[config.mk]
export PLATFORM = sky130hd
export DESIGN_NAME = dma_request_line_mux_allocator
export DESIGN_NICKNAME = d
export VERILOG_FILES = /design/src/hdl/drlma_pkg.sv /design/src/hdl/dma_request_line_mux_allocator.sv
export SDC_FILE = /design/constraint.sdc
export NUM_CORES = 1
export LEC_CHECK = 0
export BUFFER_PORTS_ARGS = -buffer_cell sky130_fd_sc_hd__buf_2
export CORE_MARGIN = 2
export CORE_UTILIZATION = 40
export CTS_CLUSTER_DIAMETER = 60
export DETAILED_ROUTE_END_ITERATION = 8
export GPL_ROUTABILITY_DRIVEN = 0
export PLACE_DENSITY = 0.62
export SYNTH_ARGS = -nofsm -noshare
export SYNTH_HDL_FRONTEND = slang
export SYNTH_SLANG_ARGS = --single-unit
[constraint.sdc]
create_clock -name i_clk -period 11.3 [get_ports i_clk]
set_input_delay 2.26 -clock i_clk [delete_from_list [all_inputs] [get_ports i_clk]]
set_output_delay 2.26 -clock i_clk [all_outputs]
set_load 0.005 [all_outputs]
[src/hdl/drlma_pkg.sv]
package drlma_pkg;

    localparam int LINE_W    = 4;
    localparam int MUX_W     = 2;
    localparam int STATUS_W  = 2;
    localparam int MUX_REG_W = 32;
    localparam int MAX_LINES = MUX_REG_W / MUX_W;

    localparam int S_TDATA_W = 8;
    localparam int M_TDATA_W = 40;

    typedef enum logic [STATUS_W-1:0] {
        ST_GRANTED  = 2'd0,
        ST_BUSY     = 2'd1,
        ST_RELEASED = 2'd2,
        ST_UNUSED   = 2'd3
    } t_status;

    typedef enum logic {
        KIND_ACQUIRE = 1'b0,
        KIND_RELEASE = 1'b1
    } t_kind;

endpackage

[src/hdl/dma_request_line_mux_allocator.sv]
// Allocator for up to 16 shared DMA request lines, each with a use count and a
// 2-bit mux selection kept in a 32-bit channel mux register (line n at bits
// 2n+1:2n). Each acquire or release transaction returns exactly one result:
// status, the granted line, whether the mux register was rewritten, and the
// register value after the transaction. A transaction is held in an input
// register, the table is read and updated from it, and the result sits in an
// output register; a new transaction can be taken every cycle while the output
// side is not stalled. An accepted transaction passes through the input
// register and then the output register, where its result waits until the output
// side is ready. The sustained rate is one transaction per cycle while the output
// side is ready, set by the single read-modify-write of the line table.
module dma_request_line_mux_allocator #(
    parameter int NUM_LINES   = 16,
    parameter int COUNT_WIDTH = 8
) (
    input  logic                            i_clk,
    input  logic                            i_rst_n,

    input  logic                            i_s_tvalid,
    output logic                            o_s_tready,
    // [3:0] line_index, [5:4] mux_value, [7:6] zero
    input  logic [drlma_pkg::S_TDATA_W-1:0] i_s_tdata,
    // [0] kind
    input  logic                            i_s_tuser,

    output logic                            o_m_tvalid,
    input  logic                            i_m_tready,
    // [3:0] granted_line, [4] register_written, [36:5] mux_register_value,
    // [39:37] zero
    output logic [drlma_pkg::M_TDATA_W-1:0] o_m_tdata,
    // [1:0] status
    output logic [drlma_pkg::STATUS_W-1:0]  o_m_tuser
);

    localparam int IDX_W = (NUM_LINES > 1) ? $clog2(NUM_LINES) : 1;
    localparam logic [drlma_pkg::LINE_W:0] NUM_LINES_C = (drlma_pkg::LINE_W + 1)'(NUM_LINES);
    localparam logic [COUNT_WIDTH-1:0] COUNT_MAX = '1;

    // Input stage.
    logic                           r_in_valid;
    drlma_pkg::t_kind               r_kind;
    logic [drlma_pkg::LINE_W-1:0]   r_line;
    logic [drlma_pkg::MUX_W-1:0]    r_mux;

    // Line table. The mux field of a line doubles as its owner value: both
    // are only ever set together, on a grant.
    logic [COUNT_WIDTH-1:0]         r_count     [NUM_LINES];
    logic [drlma_pkg::MUX_W-1:0]    r_mux_field [NUM_LINES];

    // Output stage.
    logic                           r_out_valid;
    drlma_pkg::t_status             r_status;
    logic [drlma_pkg::LINE_W-1:0]   r_granted;
    logic                           r_written;
    logic [drlma_pkg::MUX_REG_W-1:0] r_mux_reg;

    logic                           w_adv;
    logic                           w_in_range;
    logic [IDX_W-1:0]               w_idx;
    logic [COUNT_WIDTH-1:0]         w_count;
    logic [drlma_pkg::MUX_W-1:0]    w_field;
    drlma_pkg::t_status             w_status;
    logic                           w_write;
    logic                           w_inc;
    logic                           w_dec;
    logic [drlma_pkg::MUX_REG_W-1:0] w_mux_vec;
    logic [drlma_pkg::MUX_REG_W-1:0] w_mux_next;

    assign w_adv      = r_in_valid && (!r_out_valid || i_m_tready);
    assign o_s_tready = !r_in_valid || w_adv;

    assign w_in_range = {1'b0, r_line} < NUM_LINES_C;
    assign w_idx      = r_line[IDX_W-1:0];
    assign w_count    = w_in_range ? r_count[w_idx] : '0;
    assign w_field    = w_in_range ? r_mux_field[w_idx] : '0;

    always_comb begin
        w_status = drlma_pkg::ST_BUSY;
        w_write  = 1'b0;
        w_inc    = 1'b0;
        w_dec    = 1'b0;
        case (r_kind)
            drlma_pkg::KIND_ACQUIRE: begin
                if (!w_in_range) begin
                    w_status = drlma_pkg::ST_BUSY;
                end else if (w_count != '0 && w_field != r_mux) begin
                    w_status = drlma_pkg::ST_BUSY;
                end else begin
                    w_status = drlma_pkg::ST_GRANTED;
                    w_write  = (w_count == '0);
                    w_inc    = (w_count != COUNT_MAX);
                end
            end
            drlma_pkg::KIND_RELEASE: begin
                if (!w_in_range || w_count == '0) begin
                    w_status = drlma_pkg::ST_UNUSED;
                end else begin
                    w_status = drlma_pkg::ST_RELEASED;
                    w_dec    = 1'b1;
                end
            end
            default: begin
                w_status = drlma_pkg::ST_BUSY;
            end
        endcase
    end

    // Current and post-update register images; fields of absent lines read 0.
    genvar g;
    generate
        for (g = 0; g < drlma_pkg::MAX_LINES; g++) begin : g_field
            if (g < NUM_LINES) begin : g_used
                assign w_mux_vec[2*g +: 2]  = r_mux_field[g];
                assign w_mux_next[2*g +: 2] = (w_write && w_idx == IDX_W'(g)) ?
                                              r_mux : r_mux_field[g];
            end else begin : g_unused
                assign w_mux_vec[2*g +: 2]  = '0;
                assign w_mux_next[2*g +: 2] = '0;
            end
        end
    endgenerate

    always_ff @(posedge i_clk) begin
        if (!i_rst_n) begin
            r_in_valid <= 1'b0;
        end else if (o_s_tready) begin
            r_in_valid <= i_s_tvalid;
        end
    end

    always_ff @(posedge i_clk) begin
        if (o_s_tready && i_s_tvalid) begin
            r_kind <= drlma_pkg::t_kind'(i_s_tuser);
            r_line <= i_s_tdata[drlma_pkg::LINE_W-1:0];
            r_mux  <= i_s_tdata[drlma_pkg::LINE_W +: drlma_pkg::MUX_W];
        end
    end

    always_ff @(posedge i_clk) begin
        if (!i_rst_n) begin
            for (int i = 0; i < NUM_LINES; i++) begin
                r_count[i]     <= '0;
                r_mux_field[i] <= '0;
            end
        end else if (w_adv) begin
            if (w_inc) begin
                r_count[w_idx] <= w_count + COUNT_WIDTH'(1);
            end else if (w_dec) begin
                r_count[w_idx] <= w_count - COUNT_WIDTH'(1);
            end
            if (w_write) begin
                r_mux_field[w_idx] <= r_mux;
            end
        end
    end

    always_ff @(posedge i_clk) begin
        if (!i_rst_n) begin
            r_out_valid <= 1'b0;
        end else if (w_adv) begin
            r_out_valid <= 1'b1;
        end else if (i_m_tready) begin
            r_out_valid <= 1'b0;
        end
    end

    always_ff @(posedge i_clk) begin
        if (w_adv) begin
            r_status  <= w_status;
            r_granted <= (w_status == drlma_pkg::ST_GRANTED) ? r_line : '0;
            r_written <= w_write;
            r_mux_reg <= w_mux_next;
        end
    end

    assign o_m_tvalid = r_out_valid;
    assign o_m_tuser  = r_status;
    assign o_m_tdata  = {3'b000, r_mux_reg, r_written, r_granted};

    // Only a rewriting grant may change the mux register.
    a_mux_stable : assert property (@(posedge i_clk) disable iff (!i_rst_n)
        !(w_adv && w_write) |=> $stable(w_mux_vec))
        else $error("mux register changed without a rewriting grant");

    // A refusal or release never reports a line or a register write.
    a_fields_zero : assert property (@(posedge i_clk) disable iff (!i_rst_n)
        (r_out_valid && r_status != drlma_pkg::ST_GRANTED) |->
        (r_granted == '0 && !r_written))
        else $error("granted_line or register_written set without a grant");

    // A full pipeline with a stalled output must not take another transaction.
    a_backpressure : assert property (@(posedge i_clk) disable iff (!i_rst_n)
        (r_in_valid && r_out_valid && !i_m_tready) |-> !o_s_tready)
        else $error("input accepted while both stages are full");

    // A register write happens only on an acquire of a free line.
    a_write_free : assert property (@(posedge i_clk) disable iff (!i_rst_n)
        (r_in_valid && w_write) |->
        (r_kind == drlma_pkg::KIND_ACQUIRE && w_in_range && w_count == '0))
        else $error("mux register write on a line in use");

endmodule
Yosys cells after proc, flatten, opt, wreduce, memory -nomap -nowiden
Memories as Yosys holds them, arrays and structs flattened. A register that Yosys moved wholly into a read port is not among the register bits.
Cells that the tools add are included.
- memories: 2
- input bits: 13
- bits in registers: 48
- memory bits (writable): 160
- output and inout port bits: 44
- word-level logic and storage cells: 112
- reductions and logical operators: 30
- bitwise operators: 2
- add/sub/neg operators: 2
- mux-type cells: 50
- equality and inequality tests: 17
- memory list (memory ; depth ; bits a word ; read ports ; clocked after Yosys merged registers in ; write ports ; RTL line ; source):
    r_count ; 16 ; 8 ; 1 ; 1 ; 16 ; dma_request_line_mux_allocator.sv:47 ; logic [COUNT_WIDTH-1:0] r_count [NUM_LINES];
    r_mux_field ; 16 ; 2 ; 17 ; 1 ; 16 ; dma_request_line_mux_allocator.sv:48 ; logic [drlma_pkg::MUX_W-1:0] r_mux_field [NUM_LINES];
- operators by type and width (cell ; count):
    2-bit two-way mux ; 17
    4-bit equality test (second input constant) ; 8
    1-bit two-way mux ; 26
    1-bit logical AND ; 19
    4-bit by 3-bit equality test with 1-bit output (second input constant) ; 4
    4-bit two-way mux ; 4
    8-bit two-way mux ; 2
    8-bit by 1-bit adder with 8-bit output (second input constant) ; 1
    4-bit by 2-bit equality test with 1-bit output (second input constant) ; 2
    8-bit zero test ; 1
    8-bit inequality test (second input constant) ; 1
    8-bit nonzero test ; 1
    8-bit OR reduction ; 1
    8-bit by 1-bit subtractor with 8-bit output (second input constant) ; 1
    4-bit by 1-bit equality test with 1-bit output (second input constant) ; 1
    4-bit zero test ; 1
    2-bit one-hot mux with 2 select lines ; 1
    1-bit zero test ; 2
    2-bit zero test ; 1
    1-bit logical OR ; 2
    2-bit inequality test ; 1
    2-bit nonzero test ; 1
    2-bit OR reduction ; 1
    1-bit NOT ; 1
    1-bit bitwise OR ; 1

Logic depth before layout (Yosys ltp)
Gate-level depths: netlist (run 1).
- depth after elaboration: 11
- gate-level depth with buffers: 19
- gate-level depth less buffers: 15

Least setup slack after synthesis (run 1)
No wires, ideal clock.
- path kind: input to register
- start point: in i_m_tready
- end point: mem r_count[7][6], data pin
- data required time: 11.025 ns
- library setup time: 0.275 ns
- cell stages on the path: 15
- path slack: 4.679 ns
- arrival: 6.345 ns
- path buffers: 2
- cell sequence: nor2b_1 -> nor2b_1 -> clkbuf_1 -> nand3_1 -> or2_2 -> inv_1 -> ha_1 -> nor2b_1 -> o21ai_0 -> nand2b_1 -> a21o_1 -> a21oi_1 -> xor2_1 -> clkbuf_1 -> nor3_1
- RTL lines (item ; RTL line ; source):
    start: declaration ; dma_request_line_mux_allocator.sv:27 ; input logic i_m_tready,
    end: declaration ; dma_request_line_mux_allocator.sv:47 ;

==> summary.txt, run 1 <==
Yosys cell types: 50
first drt pass iteration count: 5
CP endpoint kind: register
Min-Delay Startpoint: r_in_valid
async set-reset flop share out of synthesis: 0%
final setup margin: 5350 ps
DPL Wire Length: 15,400 um
worst min path class: register to register
worst skew pair latency: 510 ps
Fillers: 2,209
maximum clock rate: 0.168 GHz
register area: 6310 um2
Placed Area: 10,600 um2
post-CTS setup buffer count: 0
final setup violation count: 0
CP Max Fanout: 68
syn avg cell area: 14.4 um2
CTS tree: built
Largest register FFs: 128
PD cells: 165 nW/um2
LEAKAGE: 3.70 nW
Setup TNS: 0 ps
Sink Count: 212
clk buf depth: 3
Area contributors post-synth: edfxtp_1 (61%), mux4_2 (9.5%), nor3_1 (4.1%)
number of DRC markers in iteration 0: 630
cts repair resizes: 0
Remaining DRCs: 0
Most used DFF post-synth: edfxtp_1
total core area: 25,000 um2
CP Data Arrival Time: 6060 ps
pin count of the biggest net entering global routing: 69
DRT antenna net count: 0
CTS buffer count: 23
Worst Path Required: 11,420 ps
Synth Instances: 703
slew of the pin with the lowest slew margin: 977 ps
Slew Limit Fails: 0
post-synthesis sequential element count: 212
# IOs: 57
final WL: 23,800 um
MaxCap Viol Count: 0
cell area after synthesis: 10,200 um2
EDFF count, synth: 206
# hold bufs at CTS: 0
Max VDD drop: 124 uV
critical path class: register to register
register area share after synthesis: 62.1%
first-pass GRT wire length: 36,600 um
# diodes: 0
Syn-to-layout area delta: 11.1%
Vias: 6,211
fin crit share: 52.6%
Final Cell Area: 11,300 um2
worst-case clock skew: 11.5 ps
H-tree depth: 1
All-Layer GR Usage: 18.2%
Final Power: 0.00187 W
Synth area leader: edfxtp_1
WHS: 535 ps
status: completed
Die Span X: 163 um
fraction of layout cells with a size suffix above 1: 26.6%
Remaining Overflow, GRT: 0
Rows: 58
nets@finish: 735
Chip Height: 163 um
Die ar.: 26,700 um2
Via density: 5.85
Ys Warns: 0
Starting Density: 40.6%
Place WS: 5100 ps
Yosys top cell area share: 60.9%
drt wl/cell: 22.5 um
# port buffers: 51
minimum clock period: 5950 ps
Slew headroom: 34.5%
RSZ-0062 raised after global routing: false
area of the multi-input gates: 3450 um2
vias in the first global route: 6,197
Worst setup SP type: register
initial antenna violation count: 0
Hold Vio Cnt, Final: 0
Clock Pin Slew Worst Setup and Hold Paths: 60 ps
clock root buffer: clkbuf_16
critical path, stage by stage (launching register included):
cell,delay [ps]
dfxtp_2,310
buf_4,670
mux4_2,650
a22o_1,310
a221oi_2,320
nand3_1,300
nor3_2,380
a2bb2oi_4,720
buf_4,550
buf_4,730
o21ai_1,510
cell type report:
cell class	count	share of cell area (%)
tap	330	3.66
inverter	8	0.266
timing repair buffer	64	3.13
sequential	212	55.9
multi-input combinational	406	30.6
clock inverter	17	1.26
clock buffer	25	5.17
layer usage:
layer	global-route usage, %	wire (um)	up-vias
met4	4.99	584	0
met1	25.3	9970	3189
met2	29.4	11600	247
li1	-	-	2736
met3	3.20	1640	39
met5	0	0	-
per-stage QoR:
step	std cells	util [%]
finish	1062	45.1
global route	1062	45.1
CTS	1062	45.1
detailed placement	1020	42.2
global placement	1020	42.2
floorplan	705	-
report_power, final:
group	total [W]	internal, W	leakage [nW]	switching, W
clock network	0.000723	0.000420	0.350	0.000304
logic	0.000233	0.0000734	1.21	0.000160
registers	0.000910	0.000894	2.14	0.0000157
cell families (layout without fill, tap and decap cells):
family / Yosys count / after routing / share of synthesized area (%)
xor+xnor: 7 / 7 / 0.604
buf+inv: 87 / 114 / 4.20
simple gates: 229 / 229 / 12.7
compound gates: 77 / 77 / 5.47
mux: 83 / 83 / 14.0
flops: 212 / 212 / 62.1
other cells: 1 / 3 / 0.0369
fa+ha+maj: 7 / 7 / 0.936
cells in the final DEF, fill, tap and decap left out, types with 6 or more instances in the layout:
| cell type | n |
|---|---|
| nand4_1 | 7 |
| edfxtp_1 | 206 |
| buf_2 | 51 |
| nand3_1 | 17 |
| nor3_2 | 34 |
| mux2_2 | 6 |
| mux4_2 | 43 |
| nor3_1 | 82 |
| mux2_1 | 34 |
| nor2_1 | 40 |
| nor2b_1 | 9 |
| o21ai_1 | 27 |
| buf_4 | 13 |
| inv_1 | 8 |
| clkinv_1 | 7 |
| o21ai_0 | 8 |
| clkbuf_16 | 23 |
| a211oi_1 | 16 |
| nand2_1 | 24 |
| ha_1 | 6 |
cells in the mapped netlist, types with 3 or more instances:
master      n
buf_2      17
nand2b_1    3
clkbuf_1   44
edfxtp_1  206
nor3_1     83
buf_4       9
mux2_1     34
buf_1       3
mux2_2      6
nor2b_1    10
o21ai_1    27
buf_6       6
dfxtp_1     6
o21ai_0     8
nand2_1    24
xnor2_1     3
nand3_1    17
ha_1        6
a21o_1      3
inv_1       8
xor2_1      4
a22oi_1     4
nor2_1     40
a211oi_1   16
nor3_2     33
mux4_2     43
nand4_1     7
and2_1      5
path summary, 6_finish.rpt:
| path | endpoint | slack (ps) | cells past startpoint |
|---|---|---|---|
| max | r_count[15][5] | 5350 | 10 |
| min | o_m_tvalid | 540 | 1 |
| max reg2reg | r_count[15][5] | 5350 | 10 |
| min reg2reg | o_m_tvalid | 540 | 1 |
Note: power is estimated with default switching activity, not from simulation.
==> inputs of run 2 (changes only) <==
==> constraint.sdc (replaced) <==
create_clock -name i_clk -period 5.5 [get_ports i_clk]
set_input_delay 1.1 -clock i_clk [delete_from_list [all_inputs] [get_ports i_clk]]
set_output_delay 1.1 -clock i_clk [all_outputs]
set_load 0.005 [all_outputs]
==> run 2 against run 1 <==
Effect of this change:
- sequential cell count stayed put
- final cell count up 1.2%
- global-route usage shrank 0.20 points
- critical endpoint is now r_count[5][6]
==> summary.txt, run 2 (synthesized netlist as in run 1, its figures left out) <==
Largest register FFs: 128 (unchanged)
CP endpoint kind: register
Die ar.: 26,700 um2 (unchanged)
status: completed
first-pass GRT wire length: 36,300 um (-0.83%)
Setup TNS: 0 ps (unchanged)
cts repair resizes: 0 (unchanged)
fin crit share: 85.3% (+33 points)
Critical-path top delay cell: mux4_2
worst skew pair latency: 500 ps (about the same)
vias in the first global route: 6,260 (+1.0%)
commonest non-fill, non-tap cell in the layout: edfxtp_1
Starting Density: 40.6% (unchanged)
Hold Vio Cnt, Final: 0 (unchanged)
Worst setup SP type: register
fraction of layout cells with a size suffix above 1: 28.1% (+1.4 points)
Remaining DRCs: 0 (unchanged)
CTS tree: built
RSZ-0062 raised after global routing: false
drt wl/cell: 21.9 um (-2.5%)
Vias: 6,165 (-0.74%)
Max VDD drop: 186 uV (+50%)
Worst Path Required: 5720 ps (-5700 ps)
initial antenna violation count: 0 (unchanged)
slew of the pin with the lowest slew margin: 927 ps (-49.9 ps)
DPL Wire Length: 16,100 um (+4.5%)
most frequent cells in the layout: edfxtp_1 (206), nor3_1 (82), buf_2 (51)
LEAKAGE: 3.76 nW (+1.7%)
worst min path class: register to register
Die Span X: 163 um (unchanged)
WHS: 541 ps (+6.13 ps)
MaxCap Viol Count: 0 (unchanged)
final WL: 23,500 um (-1.3%)
slowest stage delay, CP: 580 ps (-150 ps)
Slew Limit Fails: 0 (unchanged)
Rows: 58 (unchanged)
CP Data Arrival Time: 4910 ps (-1150 ps)
maximum clock rate: 0.213 GHz (+27%)
worst-case clock skew: 13.7 ps (+2.16 ps)
total core area: 25,000 um2 (unchanged)
post-CTS setup buffer count: 0 (unchanged)
Slew headroom: 37.8% (+3.4 points)
Remaining Overflow, GRT: 0 (unchanged)
PD cells: 330 nW/um2 (+99%)
Chip Height: 163 um (unchanged)
# diodes: 0 (unchanged)
Via density: 5.73 (-1.9%)
CTS buffer count: 22 (-4.3%)
H-tree depth: 1 (unchanged)
final setup violation count: 0 (unchanged)
Syn-to-layout area delta: 11.9%
Clock Pin Slew Worst Setup and Hold Paths: 60 ps (about the same)
# IOs: 57 (unchanged)
clock root buffer: clkbuf_16
DRT antenna net count: 0 (unchanged)
Sink Count: 212 (unchanged)
minimum clock period: 4690 ps (-1260 ps)
first drt pass iteration count: 6 (+1)
nets@finish: 749 (+1.9%)
clk buf depth: 3 (unchanged)
number of DRC markers in iteration 0: 520 (-17%)
critical path class: register to register
CP Max Fanout: 27 (-60%)
pin count of the biggest net entering global routing: 50 (-28%)
CP cell instances: buf_12 > mux4_2 > mux4_2 > or3_1 > nor3_2 > or2_2 > inv_1 > ha_1 > nor2b_1 > o21ai_0 > nand2b_1 > a21o_1 > a21oi_1 > xor2_1 > buf_4 > nor3_2
All-Layer GR Usage: 18.0% (-0.20 points)
# port buffers: 51 (unchanged)
# hold bufs at CTS: 0 (unchanged)
run 2: cell count changes in the layout (fill, tap and decap cells not counted), sizes merged:
cell | previous run | this run
clkbuf | 25 | 31
clkinv | 11 | 6
clkinvlp | 2 | 1
buf | 64 | 79
bufinv | 2 | 0
run 2: path summary, 6_finish.rpt:
check	from	to	slack, ps	cells past startpoint
worst min-delay path	r_in_valid	o_m_tvalid	540	1
worst max register to register	register	r_count[5][6]	810	16
worst min register to register	r_in_valid	o_m_tvalid	540	1
worst max-delay path	register	r_count[5][6]	810	16
run 2: power breakdown:
group | total, W | internal, W | leakage [nW] | switching (W)
Combinational | 0.000490 | 0.000167 | 1.29 | 0.000323
Sequential | 0.00187 | 0.00184 | 2.14 | 0.0000376
Clock | 0.00138 | 0.000787 | 0.331 | 0.000596
run 2: routing by layer:
| metal | vias up | GRT usage [%] | routed length [um] |
|---|---|---|---|
| met5 | - | 0 | 0 |
| met1 | 3121 | 23.5 | 9580 |
| met2 | 226 | 30.0 | 11700 |
| met4 | 0 | 6.48 | 688 |
| li1 | 2781 | - | - |
| met3 | 37 | 3.33 | 1550 |
run 2: metrics by stage:
stage	area (um2)	utilization, %	power, W	setup slack [ps]	instances
after floorplan	10200	-	0.00222	39.3	705
after global placement	10700	42.7	0.00238	823	1035
after detailed placement	10700	42.7	0.00240	800	1035
after CTS	11400	45.4	0.00377	763	1075
after global routing	11400	45.4	0.00388	509	1075
final	11400	45.4	0.00375	811	1075
run 2: area by class of cell:
class	instances	area [um2]
Clock buffer	31	616
Clock inverter	9	56.3
Fill cell	2178	13700
Inverter	8	30.0
Multi-Input combinational cell	406	3450
Sequential cell	212	6310
Tap cell	330	413
Timing Repair Buffer	79	490
run 2: worst max-delay path: cells and delay by family, from the launching register on:
family / cells / cell delay, ps
mux: 2 / 1120
simple gates: 6 / 1040
buf+inv: 3 / 580
xor+xnor: 1 / 300
flops: 1 / 500
compound gates: 3 / 540
fa+ha+maj: 1 / 300
